**src/hw/rtl/rcsn_pkg.sv**
```systemverilog
`default_nettype none

package rcsn_pkg;

  localparam int CARRY_W = 11;
  localparam int DIV_W = 10;
  localparam int INTERVAL_W = 16;
  localparam int CAP_W = 7;
  localparam int CFG_INDEX_W = 3;
  localparam int CFG_DATA_W = 16;
  localparam int NOTCH_W = 8;

  typedef enum logic [1:0] {
    OP_MOTION_H = 2'd0,
    OP_MOTION_V = 2'd1,
    OP_TICK     = 2'd2,
    OP_UNUSED   = 2'd3
  } op_t;

  typedef enum logic [CFG_INDEX_W-1:0] {
    REG_DIVISOR_H = 3'd0,
    REG_DIVISOR_V = 3'd1,
    REG_INTERVAL  = 3'd2,
    REG_MAX_DUMP  = 3'd3,
    REG_FLIP_H    = 3'd4,
    REG_FLIP_V    = 3'd5
  } cfg_reg_t;

  typedef struct packed {
    logic load;
    logic step;
    logic accum;
    logic tick;
    logic show_h;
    logic show_v;
  } ctrl_cmd_t;

  typedef struct packed {
    logic div_done;
    logic fire;
    logic held_h_nz;
    logic held_v_nz;
  } ctrl_stat_t;

endpackage

`default_nettype wire

```
**src/hw/rtl/rcsn_ctrl.sv**
```systemverilog
`default_nettype none

module rcsn_ctrl
  import rcsn_pkg::*;
(
  input  wire logic       clk,
  input  wire logic       rst,
  input  wire logic       item_valid,
  output logic            item_stall,
  input  wire logic [1:0] op,
  output logic            notch_valid,
  input  wire logic       notch_stall,
  output ctrl_cmd_t       cmd,
  input  wire ctrl_stat_t stat
);

  typedef enum logic [2:0] {
    ST_IDLE,
    ST_DIV,
    ST_ACC,
    ST_TICK,
    ST_SHOW,
    ST_OUT_H,
    ST_OUT_V
  } state_t;

  state_t state;
  state_t state_next;
  logic   valid_next;
  logic   accept;

  assign item_stall = (state != ST_IDLE);
  assign accept = item_valid && !item_stall;

  always_comb begin
    state_next = state;
    valid_next = notch_valid;
    cmd = '0;
    unique case (state)
      ST_IDLE: begin
        if (accept) begin
          cmd.load = 1'b1;
          unique case (op_t'(op))
            OP_MOTION_H, OP_MOTION_V: state_next = ST_DIV;
            OP_TICK: state_next = ST_TICK;
            default: state_next = ST_IDLE;
          endcase
        end
      end
      ST_DIV: begin
        if (stat.div_done) begin
          state_next = ST_ACC;
        end else begin
          cmd.step = 1'b1;
        end
      end
      ST_ACC: begin
        cmd.accum = 1'b1;
        state_next = ST_IDLE;
      end
      ST_TICK: begin
        cmd.tick = 1'b1;
        state_next = stat.fire ? ST_SHOW : ST_IDLE;
      end
      ST_SHOW: begin
        priority if (stat.held_h_nz) begin
          cmd.show_h = 1'b1;
          valid_next = 1'b1;
          state_next = ST_OUT_H;
        end else if (stat.held_v_nz) begin
          cmd.show_v = 1'b1;
          valid_next = 1'b1;
          state_next = ST_OUT_V;
        end else begin
          state_next = ST_IDLE;
        end
      end
      ST_OUT_H: begin
        if (!notch_stall) begin
          if (stat.held_v_nz) begin
            cmd.show_v = 1'b1;
            state_next = ST_OUT_V;
          end else begin
            valid_next = 1'b0;
            state_next = ST_IDLE;
          end
        end
      end
      ST_OUT_V: begin
        if (!notch_stall) begin
          valid_next = 1'b0;
          state_next = ST_IDLE;
        end
      end
      default: begin
        valid_next = 1'b0;
        state_next = ST_IDLE;
      end
    endcase
  end

  always_ff @(posedge clk) begin
    if (rst) begin
      state <= ST_IDLE;
      notch_valid <= 1'b0;
    end else begin
      state <= state_next;
      notch_valid <= valid_next;
    end
  end

endmodule

`default_nettype wire

```
**src/hw/rtl/rcsn_datapath.sv**
```systemverilog
`default_nettype none

module rcsn_datapath
  import rcsn_pkg::*;
#(
  parameter int MOTION_BITS = 16,
  parameter int PENDING_BITS = 24
) (
  input  wire logic                          clk,
  input  wire logic                          rst,
  input  wire logic [1:0]                    op,
  input  wire logic signed [MOTION_BITS-1:0] amount,
  input  wire logic                          cfg_we,
  input  wire logic [CFG_INDEX_W-1:0]        cfg_index,
  input  wire logic [CFG_DATA_W-1:0]         cfg_data,
  input  wire ctrl_cmd_t                     cmd,
  output ctrl_stat_t                         stat,
  output logic                               wheel_axis,
  output logic signed [NOTCH_W-1:0]          notches,
  output logic                               last
);

  localparam int SUM_W = ((MOTION_BITS > CARRY_W) ? MOTION_BITS : CARRY_W) + 1;
  localparam int ACC_W = ((SUM_W + 1 > PENDING_BITS) ? SUM_W + 1 : PENDING_BITS) + 1;
  localparam int CNT_W = $clog2(SUM_W + 1);
  localparam logic signed [PENDING_BITS-1:0] PEND_MAX = {1'b0, {(PENDING_BITS-1){1'b1}}};
  localparam logic signed [PENDING_BITS-1:0] PEND_MIN = {1'b1, {(PENDING_BITS-1){1'b0}}};

  logic [DIV_W-1:0]        divisor_h;
  logic [DIV_W-1:0]        divisor_v;
  logic [INTERVAL_W-1:0]   interval;
  logic [CAP_W-1:0]        max_dump;
  logic                    flip_h;
  logic                    flip_v;

  logic signed [CARRY_W-1:0]      carry_h;
  logic signed [CARRY_W-1:0]      carry_v;
  logic signed [PENDING_BITS-1:0] pend_h;
  logic signed [PENDING_BITS-1:0] pend_v;
  logic [INTERVAL_W-1:0]          countdown;
  logic                           armed;

  logic                    axis;
  logic                    neg;
  logic [DIV_W-1:0]        dvs;
  logic [DIV_W-1:0]        rem;
  logic [SUM_W-1:0]        quo;
  logic [CNT_W-1:0]        count;
  logic signed [NOTCH_W-1:0] held_h;
  logic signed [NOTCH_W-1:0] held_v;

  logic signed [CARRY_W-1:0]      carry_sel;
  logic signed [SUM_W-1:0]        sum_in;
  logic [SUM_W-1:0]               sum_mag;
  logic [DIV_W-1:0]               dvs_in;
  logic [DIV_W:0]                 shifted;
  logic signed [SUM_W:0]          quo_s;
  logic signed [CARRY_W-1:0]      rem_s;
  logic signed [PENDING_BITS-1:0] pend_sel;
  logic signed [PENDING_BITS-1:0] pend_other;
  logic signed [ACC_W-1:0]        pend_sum;
  logic signed [PENDING_BITS-1:0] pend_new;
  logic [INTERVAL_W-1:0]          arm_val;
  logic [CAP_W-1:0]               cap;
  logic signed [NOTCH_W-1:0]      dump_h;
  logic signed [NOTCH_W-1:0]      dump_v;
  logic signed [PENDING_BITS-1:0] pend_h_left;
  logic signed [PENDING_BITS-1:0] pend_v_left;

  function automatic logic signed [NOTCH_W-1:0] clamp_cap(
    input logic signed [PENDING_BITS-1:0] v,
    input logic [CAP_W-1:0] c
  );
    logic signed [PENDING_BITS-1:0] cx;
    logic signed [PENDING_BITS-1:0] res;
    cx = $signed(PENDING_BITS'(c));
    if (v > cx) begin
      res = cx;
    end else if (v < -cx) begin
      res = -cx;
    end else begin
      res = v;
    end
    return res[NOTCH_W-1:0];
  endfunction

  assign carry_sel = op[0] ? carry_v : carry_h;
  assign sum_in = SUM_W'(carry_sel) + SUM_W'(amount);
  assign sum_mag = sum_in[SUM_W-1] ? SUM_W'(-sum_in) : SUM_W'(sum_in);
  assign dvs_in = op[0] ? ((divisor_v == '0) ? DIV_W'(1) : divisor_v)
                        : ((divisor_h == '0) ? DIV_W'(1) : divisor_h);
  assign shifted = {rem, quo[SUM_W-1]};

  assign quo_s = neg ? -$signed({1'b0, quo}) : $signed({1'b0, quo});
  assign rem_s = neg ? -$signed({1'b0, rem}) : $signed({1'b0, rem});
  assign pend_sel = axis ? pend_v : pend_h;
  assign pend_other = axis ? pend_h : pend_v;
  assign pend_sum = ACC_W'(pend_sel) + ACC_W'(quo_s);

  always_comb begin
    priority if (pend_sum > ACC_W'(PEND_MAX)) begin
      pend_new = PEND_MAX;
    end else if (pend_sum < ACC_W'(PEND_MIN)) begin
      pend_new = PEND_MIN;
    end else begin
      pend_new = pend_sum[PENDING_BITS-1:0];
    end
  end

  assign arm_val = (interval == '0) ? INTERVAL_W'(1) : interval;
  assign cap = (max_dump == '0) ? CAP_W'(1) : max_dump;
  assign dump_h = clamp_cap(pend_h, cap);
  assign dump_v = clamp_cap(pend_v, cap);
  assign pend_h_left = pend_h - PENDING_BITS'(dump_h);
  assign pend_v_left = pend_v - PENDING_BITS'(dump_v);

  assign stat.div_done = (count == CNT_W'(SUM_W));
  assign stat.fire = armed && (countdown < INTERVAL_W'(2));
  assign stat.held_h_nz = (held_h != '0);
  assign stat.held_v_nz = (held_v != '0);

  always_ff @(posedge clk) begin
    if (rst) begin
      divisor_h <= DIV_W'(8);
      divisor_v <= DIV_W'(8);
      interval <= INTERVAL_W'(10);
      max_dump <= CAP_W'(3);
      flip_h <= 1'b0;
      flip_v <= 1'b0;
    end else if (cfg_we) begin
      unique case (cfg_reg_t'(cfg_index))
        REG_DIVISOR_H: divisor_h <= cfg_data[DIV_W-1:0];
        REG_DIVISOR_V: divisor_v <= cfg_data[DIV_W-1:0];
        REG_INTERVAL: interval <= cfg_data[INTERVAL_W-1:0];
        REG_MAX_DUMP: max_dump <= cfg_data[CAP_W-1:0];
        REG_FLIP_H: flip_h <= cfg_data[0];
        REG_FLIP_V: flip_v <= cfg_data[0];
        default: ;
      endcase
    end
  end

  always_ff @(posedge clk) begin
    if (rst) begin
      carry_h <= '0;
      carry_v <= '0;
      pend_h <= '0;
      pend_v <= '0;
      countdown <= '0;
      armed <= 1'b0;
      held_h <= '0;
      held_v <= '0;
    end else if (cmd.accum) begin
      if (axis) begin
        carry_v <= rem_s;
        pend_v <= pend_new;
      end else begin
        carry_h <= rem_s;
        pend_h <= pend_new;
      end
      if (!armed && (pend_new != '0 || pend_other != '0)) begin
        armed <= 1'b1;
        countdown <= arm_val;
      end
    end else if (cmd.tick && armed) begin
      if (countdown > INTERVAL_W'(1)) begin
        countdown <= countdown - INTERVAL_W'(1);
      end else begin
        pend_h <= pend_h_left;
        pend_v <= pend_v_left;
        armed <= (pend_h_left != '0) || (pend_v_left != '0);
        countdown <= ((pend_h_left != '0) || (pend_v_left != '0)) ? arm_val : '0;
        held_h <= flip_h ? -dump_h : dump_h;
        held_v <= flip_v ? -dump_v : dump_v;
      end
    end
  end

  always_ff @(posedge clk) begin
    if (rst) begin
      count <= '0;
    end else if (cmd.load) begin
      count <= '0;
    end else if (cmd.step) begin
      count <= count + CNT_W'(1);
    end
  end

  always_ff @(posedge clk) begin
    if (cmd.load) begin
      axis <= op[0];
      neg <= sum_in[SUM_W-1];
      dvs <= dvs_in;
      rem <= '0;
      quo <= sum_mag;
    end else if (cmd.step) begin
      if (shifted >= {1'b0, dvs}) begin
        rem <= DIV_W'(shifted - {1'b0, dvs});
        quo <= {quo[SUM_W-2:0], 1'b1};
      end else begin
        rem <= shifted[DIV_W-1:0];
        quo <= {quo[SUM_W-2:0], 1'b0};
      end
    end
  end

  always_ff @(posedge clk) begin
    if (cmd.show_h) begin
      wheel_axis <= 1'b0;
      notches <= held_h;
      last <= (held_v == '0);
    end else if (cmd.show_v) begin
      wheel_axis <= 1'b1;
      notches <= held_v;
      last <= 1'b1;
    end
  end

endmodule

`default_nettype wire

```
**src/hw/rtl/rate_capped_scroll_notcher_core.sv**
```systemverilog
`default_nettype none

// Channel    Handshake                  Payload
// item       item_valid / item_stall    op, amount
// notch      notch_valid / notch_stall  wheel_axis, notches, last
// cfg        cfg_we                     cfg_index, cfg_data
//
// A motion request runs the serial restoring divider, one quotient bit per cycle, over the
// sum of the amount and the axis carry, then adds the quotient to that axis's pending count.
// A tick steps the countdown; a dump shows one notch result per axis with a nonzero one, h first.
// Reset is synchronous; after it the block takes requests at once.
// The block takes one request at a time and holds item_stall until its results are taken.

module rate_capped_scroll_notcher_core
  import rcsn_pkg::*;
#(
  parameter int MOTION_BITS = 16,
  parameter int PENDING_BITS = 24
) (
  input  wire logic                          clk,
  input  wire logic                          rst,
  input  wire logic                          item_valid,
  output logic                               item_stall,
  input  wire logic [1:0]                    op,
  input  wire logic signed [MOTION_BITS-1:0] amount,
  output logic                               notch_valid,
  input  wire logic                          notch_stall,
  output logic                               wheel_axis,
  output logic signed [NOTCH_W-1:0]          notches,
  output logic                               last,
  input  wire logic                          cfg_we,
  input  wire logic [CFG_INDEX_W-1:0]        cfg_index,
  input  wire logic [CFG_DATA_W-1:0]         cfg_data
);

  ctrl_cmd_t  cmd;
  ctrl_stat_t stat;

  rcsn_ctrl u_ctrl (
    .clk         (clk),
    .rst         (rst),
    .item_valid  (item_valid),
    .item_stall  (item_stall),
    .op          (op),
    .notch_valid (notch_valid),
    .notch_stall (notch_stall),
    .cmd         (cmd),
    .stat        (stat)
  );

  rcsn_datapath #(
    .MOTION_BITS  (MOTION_BITS),
    .PENDING_BITS (PENDING_BITS)
  ) u_datapath (
    .clk        (clk),
    .rst        (rst),
    .op         (op),
    .amount     (amount),
    .cfg_we     (cfg_we),
    .cfg_index  (cfg_index),
    .cfg_data   (cfg_data),
    .cmd        (cmd),
    .stat       (stat),
    .wheel_axis (wheel_axis),
    .notches    (notches),
    .last       (last)
  );

endmodule

`default_nettype wire
```
**config.mk**
```make
export PLATFORM = sky130hd
export DESIGN_NAME = rate_capped_scroll_notcher_core
export DESIGN_NICKNAME = d
export VERILOG_FILES = /design/src/hw/rtl/rcsn_pkg.sv /design/src/hw/rtl/rcsn_ctrl.sv /design/src/hw/rtl/rcsn_datapath.sv /design/src/hw/rtl/rate_capped_scroll_notcher_core.sv
export SDC_FILE = /design/constraint.sdc
export NUM_CORES = 1
export LEC_CHECK = 0
export BUFFER_PORTS_ARGS = -buffer_cell sky130_fd_sc_hd__buf_2
export CAP_MARGIN = 0
export CORE_AREA = 2 2 205 207
export DETAILED_ROUTE_END_ITERATION = 16
export DIE_AREA = 0 0 207 209
export HOLD_SLACK_MARGIN = 0.06
export SLEW_MARGIN = 30
export SYNTH_ARGS = -nofsm -noshare
export SYNTH_HDL_FRONTEND = slang
export SYNTH_SLANG_ARGS = --single-unit
export TNS_END_PERCENT = 50
```
**constraint.sdc**
```tcl
create_clock -name clk -period 13.3 [get_ports clk]
set_input_delay 1.995 -clock clk [delete_from_list [all_inputs] [get_ports clk]]
set_output_delay 1.995 -clock clk [all_outputs]
set_load 0.03 [all_outputs]
```
==> results.py, run 1 <==
metrics = {
    "power": {
        "power_mw": 2.713,
        "leakage_nw": 8.168,
        "vdd_drop_max_mv": 0.1331,
        "p_per_area_nw_per_um2": 137.1,
    },
    "run_status": {
        "status": "complete, no violations",
    },
    "timing": {
        "rsz0062_at_grt": "false",
        "hold_ws_ns": 0.4532,
        "clock.fmax_mhz": 100.3,
        "finalCritPeriodShare_pct": 74.98,
        "hold_viol": 0,
        "min_period_ns": 9.973,
        "worstMarginPinSlew_ns": 0.9218,
        "timing.final.max_slew_violations": 0,
        "worst_slack_ns": 3.327,
        "setup_viol": 0,
        "finalSetupTns_ns": 0,
        "finClkSkew_ns": 0.01552,
        "slew_headroom_pct": 38.55,
    },
    "detailed_routing": {
        "drc_errors": 0,
        "num_vias": 17991,
        "ant_nets": 0,
        "viasPerCell": 6.140,
        "post_drt_wl_per_cell_um": 20.56,
        "drt_first_pass_iters": 5,
        "drt_iter0_drc": 1629,
        "routed_wirelength_um": 60240,
    },
    "floorplan": {
        "die_height_um": 209,
        "fp.dieW_um": 207,
        "die_area_um2": 43260,
        "placementRows": 75,
        "core_area_um2": 41290,
        "start_util_pct": 44.20,
        "io_pins": 54,
    },
    "clock_network": {
        "clock-sinks": 206,
        "post_cts_buffers": 0,
        "cts-resized-gates": 0,
        "hold_buffers": 0,
        "ctsLongestPathBuffers": 3,
        "cts_tree": "yes",
        "path_clk_slew_ns": 0.06,
        "cts_root_buf": "clkbuf_16",
        "h-tree-depth": 1,
        "insertion_delay_ns": 0.57,
        "numCtsBuffers": 25,
    },
    "finish": {
        "nets": 2576,
        "area_growth_pct": 8.418,
        "stdcell_count": 2930,
        "drive_above_1_share_pct": 7.946,
        "post-route-util_pct": 47.92,
        "design_area_um2": 19790,
        "fillers": 4148,
        "n_antenna_cell": 0,
    },
    "placed_design": {
        "hpwl_um": 46800,
        "placed_cell_area_um2": 18960,
        "gp_congestion": 0.9696,
        "place_ws_ns": 3.563,
        "numPortBuffers": 53,
        "dp.cells": 2884,
    },
    "grt": {
        "gr-total-overflow": 0,
        "antenna_found_initial": 0,
        "grt_pass1_wl_um": 94270,
        "grt_max_degree": 84,
        "grt_pass1_vias": 16799,
        "grt.total_usage_pct": 26.92,
    },
    "job": {
        "cap_violations": 0,
    },
    "yosys": {
        "synth_seq_cells": 206,
        "synth_area_per_cell_um2": 7.672,
        "netlist_instances": 2379,
        "yosysSeqAreaShare_pct": 24.68,
        "synth_edf_count": 38,
        "synth_cell_types": 90,
        "synth_ff_type": "dfxtp_1",
        "ys_async_sr_fraction_pct": 0,
        "yosysWarnings": 0,
        "synthesis.area_um2": 18250,
    },
    "setup_path": {
        "worstReg2RegEnd": "u_datapath.countdown[8]$_SDFFE_PP0P_",
        "cp_top_family": "compound AO/OA/AOI/OAI gates",
        "required_ns": 13.75,
        "worstPathMaxFanout": 17,
        "rr_worst_depth": 31,
        "path_common_cell": "ha_1",
        "critical_path_buf_inv_count": 4,
        "crit_start": "u_datapath.max_dump[2]$_SDFFE_PP0P_",
        "cp_slowest_cell": "or4_1",
        "worstSetupEndpoint": "u_datapath.countdown[8]$_SDFFE_PP0P_",
        "cp-start-kind": "flip-flop",
        "endpoint_kind": "flip-flop",
        "cpPeakStageDelay_ns": 0.90,
        "r2r_start": "u_datapath.max_dump[2]$_SDFFE_PP0P_",
        "r2r_slack_ns": 3.33,
        "critPathArrivalTime_ns": 10.42,
        "crit_cells": 31,
        "crit_type": "flip-flop to flip-flop",
    },
    "worst_hold_path": {
        "hold_path_startpoint": "u_datapath.carry_v[0]$_SDFFE_PP0P_",
        "hp-class": "flip-flop to flip-flop",
    },
}
## how the worst min path moves through the flow
stage	endpoint	cells after the start	slack [ns]
after floorplan	u_datapath.carry_v[0]$_SDFFE_PP0P_	2	0.43
after global placement	u_datapath.carry_v[0]$_SDFFE_PP0P_	2	0.44
after detailed placement	u_datapath.carry_v[0]$_SDFFE_PP0P_	2	0.45
after CTS	u_datapath.carry_v[0]$_SDFFE_PP0P_	2	0.46
after global routing	u_datapath.interval[0]$_SDFFE_PP0P_	2	0.49
final	u_datapath.carry_v[0]$_SDFFE_PP0P_	2	0.45
## state kept, by name, summed over array words and instances (netlist names), 11 cells and up
signal / count
u_datapath.interval: 16
u_datapath.carry_v: 11
u_datapath.countdown: 16
u_datapath.carry_h: 11
u_datapath.quo: 17
u_datapath.pend_h: 24
u_datapath.pend_v: 24
## cell type report
| class | instances | area (um^2) | share of cell area, % |
|---|---|---|---|
| Clock buffer | 31 | 668.1 | 3.377 |
| Clock inverter | 15 | 160.2 | 0.8094 |
| Inverter | 95 | 356.6 | 1.802 |
| Multi-Input combinational cell | 1970 | 13000 | 65.69 |
| Sequential cell | 206 | 4504 | 22.76 |
| Tap cell | 539 | 674.4 | 3.408 |
| Timing Repair Buffer | 74 | 425.4 | 2.150 |
## routing by layer
layer	share of wire [%]	GRT usage (%)	up-vias
li1	-	-	8750
met1	45	37.63	8471
met2	43	40.78	630
met3	7.8	5.485	138
met4	4.0	9.803	2
met5	0.093	1.001	-
## worst min-delay path, delay by kind of cell, from the launching register on
kind | cells | cell delay (ns)
flip-flops | 1 | 0.30
AO/OA/AOI/OAI | 1 | 0.05
AND/OR/NAND/NOR | 1 | 0.05
## where the power goes
| part | internal [mW] | total (mW) | switching [mW] |
|---|---|---|---|
| sequential | 0.682 | 0.743 | 0.0609 |
| combinational | 0.459 | 1.27 | 0.807 |
| clock | 0.415 | 0.703 | 0.288 |
| total | 1.56 | 2.71 | 1.16 |
## logic make-up after synthesis
logic type / after synthesis / synth area share, %
fa+ha+maj: 182 / 12.38
mux: 57 / 3.462
other cells: 1 / 0.02055
buf+inv: 220 / 4.614
compound gates: 748 / 26.63
xor+xnor: 144 / 6.910
flops: 206 / 24.68
simple gates: 821 / 21.31
## cells in the final DEF, fill, tap and decap left out, types with 8 or more instances in the layout
cell type  instances
and2_1             9
nand4_1           39
maj3_1            18
mux2_2            46
o22ai_1            8
a21oi_1          222
o221ai_1           8
a21o_1            66
a31oi_1           35
nand2_1          273
nand2b_1          30
dfxtp_1          168
xor2_1            49
a221oi_1          13
xnor2_1           95
nor2_1           207
nand3_1           55
o21a_1            16
nor4b_1            8
mux2i_1           10
nor2b_1           33
o211ai_1          26
o21ai_0          136
ha_1             158
and3_1            14
or3_1             20
nor3_1            57
a211oi_1          68
conb_1            18
nor4_1            37
inv_1             93
edfxtp_1          38
o21bai_1          18
clkbuf_16         25
clkinv_1           9
buf_4             22
o31ai_1           19
buf_2             52
## cell usage after synthesis (all sizes together), types with 40 or more instances
master	count	share of area (%)
nand2	273	5.6
a21oi	223	6.1
nor2	209	4.3
dfxtp	168	18
ha	158	11
o21ai	144	3.9
clkbuf	111	2.3
xnor2	95	4.6
inv	93	1.9
a211oi	69	2.9
a21o	66	2.7
nor3	58	1.6
nand3	55	1.5
xor2	49	2.4
mux2	46	2.8
nand4	40	1.5
(Power assumes the default switching activity.)
==> run 2: changes to the inputs <==
==> constraint.sdc (replaced) <==
create_clock -name clk -period 8.4 [get_ports clk]
set_input_delay 1.26 -clock clk [delete_from_list [all_inputs] [get_ports clk]]
set_output_delay 1.26 -clock clk [all_outputs]
set_load 0.03 [all_outputs]
==> results.py, run 2 (same netlist as run 1, synthesis figures left out) <==
metrics = {
    "finish": {
        "n_antenna_cell": 0,
        "drive_above_1_share_pct": 9.897,
        "layout_common_cells": "273 x nand2_1, 221 x a21oi_1, 207 x nor2_1, 168 x dfxtp_1, 158 x ha_1",
        "post-route-util_pct": 49.07,
        "multi_input_area_um2": 13050,
        "nets": 2609,
        "register_area_um2": 4504,
        "area_growth_pct": 11.01,
        "reg_top3": "u_datapath.pend_h: 24 flops, u_datapath.pend_v: 24 flops, u_datapath.quo: 17 flops",
        "fillers": 4175,
        "layout_commonest_cell": "nand2_1",
    },
    "setup_path": {
        "rr_worst_depth": 31,
        "crit_type": "flip-flop to flip-flop",
        "r2r_start": "u_datapath.max_dump[3]$_SDFFE_PP0P_",
        "cp-start-kind": "flip-flop",
        "crit_start": "u_datapath.max_dump[3]$_SDFFE_PP0P_",
        "critical_path_buf_inv_count": 5,
        "cp_top_family": "simple AND/OR/NAND/NOR gates",
        "worstPathMaxFanout": 14,
        "path_common_cell": "ha_1",
        "critPathArrivalTime_ns": 8.32,
        "cp_slowest_cell": "or4_4",
        "required_ns": 8.83,
        "worstReg2RegEnd": "u_datapath.countdown[0]$_SDFFE_PP0P_",
        "r2r_slack_ns": 0.51,
        "cpPeakStageDelay_ns": 0.61,
        "endpoint_kind": "flip-flop",
    },
    "job": {
        "cap_violations": 0,
    },
    "grt": {
        "gr-total-overflow": 0,
        "grt_pass1_vias": 17144,
        "grt.total_usage_pct": 27.59,
        "grt_pass1_wl_um": 96330,
        "grt_max_degree": 58,
        "antenna_found_initial": 0,
    },
    "clock_network": {
        "clock-sinks": 206,
        "ctsLongestPathBuffers": 3,
        "path_clk_slew_ns": 0.06,
        "post_cts_buffers": 0,
        "cts_tree": "yes",
        "numCtsBuffers": 26,
        "h-tree-depth": 1,
        "cts_root_buf": "clkbuf_16",
        "insertion_delay_ns": 0.56,
    },
    "floorplan": {
        "die_height_um": 209,
        "placementRows": 75,
        "start_util_pct": 44.20,
        "io_pins": 54,
        "fp.dieW_um": 207,
        "core_area_um2": 41290,
        "die_area_um2": 43260,
    },
    "timing": {
        "finalSetupTns_ns": 0,
        "slew_headroom_pct": 39.34,
        "hold_viol": 0,
        "finClkSkew_ns": 0.01660,
        "setup_viol": 0,
        "clock.fmax_mhz": 126.8,
        "worstMarginPinSlew_ns": 0.9003,
        "hold_ws_ns": 0.4609,
        "finalCritPeriodShare_pct": 93.91,
        "min_period_ns": 7.888,
        "rsz0062_at_grt": "false",
        "timing.final.max_slew_violations": 0,
    },
    "placed_design": {
        "gp_congestion": 0.9789,
        "hpwl_um": 47510,
        "numPortBuffers": 53,
    },
    "worst_hold_path": {
        "hold_depth": 2,
        "hp-class": "flip-flop to flip-flop",
        "hold_path_startpoint": "u_datapath.carry_v[10]$_SDFFE_PP0P_",
        "min_to": "u_datapath.carry_v[10]$_SDFFE_PP0P_",
    },
    "power": {
        "swShare_pct": 41.53,
        "comb_power_share_pct": 45.4,
        "pwr-share-seq_pct": 26.3,
        "leakage_nw": 8.407,
        "p_int_mw": 2.615,
        "power.net_switching_mw": 1.857,
        "power_mw": 4.473,
        "p_per_area_nw_per_um2": 220.8,
        "p_clk_share_pct": 28.3,
        "vdd_drop_max_mv": 0.1595,
    },
    "detailed_routing": {
        "post_drt_wl_per_cell_um": 20.81,
        "drt_iter0_drc": 1556,
        "drt_first_pass_iters": 7,
        "ant_nets": 0,
        "num_vias": 18187,
        "drc_errors": 0,
        "viasPerCell": 6.136,
        "routed_wirelength_um": 61680,
    },
    "run_status": {
        "status": "complete, no violations",
    },
}
run 2: changes by cell type in the layout (fill, tap and decap cells not counted), moves of 2 or more:
cell        before  now
clkbuf_16       25   29
clkinv_4         0    3
clkinv_1         9    2
clkbuf_8         2    4
clkinvlp_4       0    3
buf_4           22   53
clkbuf_1         4    1
run 2: worst max-delay path by stage:
| stage | to | slack (ns) | cells past startpoint |
|---|---|---|---|
| detailed placement | u_datapath.countdown[0]$_SDFFE_PP0P_ | 0.38 | 33 |
| floorplan | u_datapath.countdown[8]$_SDFFE_PP0P_ | 0.41 | 35 |
| global placement | u_datapath.countdown[0]$_SDFFE_PP0P_ | 0.43 | 32 |
| CTS | u_datapath.countdown[6]$_SDFFE_PP0P_ | 0.32 | 33 |
| global route | u_datapath.countdown[0]$_SDFFE_PP0P_ | 0.008 | 32 |
| finish | u_datapath.countdown[0]$_SDFFE_PP0P_ | 0.51 | 31 |
run 2: timing repair:
action / in CTS / in global routing
setup endpoints to repair: 0 / 17
hold buffers: 0 / 0
resized for setup: 0 / 8
run 2: layer usage:
metal	vias up	share of wire, %	global-route usage [%]
met1	8640	46	38.86
met4	0	3.7	10.27
li1	8799	-	-
met3	137	6.7	2.916
met5	-	0	0
met2	611	44	43.55
run 2: power groups by stage:
stage / clock (mW) / sequential (mW) / combinational, mW
floorplan: 0 / 1.15 / 1.47
global placement: 0 / 1.20 / 1.96
detailed placement: 0 / 1.20 / 1.97
CTS: 1.28 / 1.17 / 1.99
global route: 1.32 / 1.19 / 2.23
finish: 1.27 / 1.18 / 2.03
run 2: metrics by stage:
| stage | cell area (um^2) | setup slack [ns] | instances |
|---|---|---|---|
| global route | 20260 | 0.008497 | 2964 |
| floorplan | 18320 | 0.4087 | 2396 |
| global placement | 19180 | 0.4307 | 2915 |
| detailed placement | 19220 | 0.3826 | 2916 |
| finish | 20260 | 0.5118 | 2964 |
| CTS | 20210 | 0.3238 | 2964 |
run 2: area by class of cell:
cell class | count | share of cell area [%]
Clock buffer | 34 | 3.872
Clock inverter | 14 | 1.007
Inverter | 95 | 1.760
Multi-Input combinational cell | 1970 | 64.42
Sequential cell | 206 | 22.23
Tap cell | 539 | 3.329
Timing Repair Buffer | 106 | 3.384
run 2: worst reg2reg max path: cells and delay by family, from the launching register on:
family	cells	cell delay, ns
simple gates	10	2.97
compound gates	11	2.37
fa+ha+maj	5	1.30
buf+inv	5	0.80
flops	1	0.31
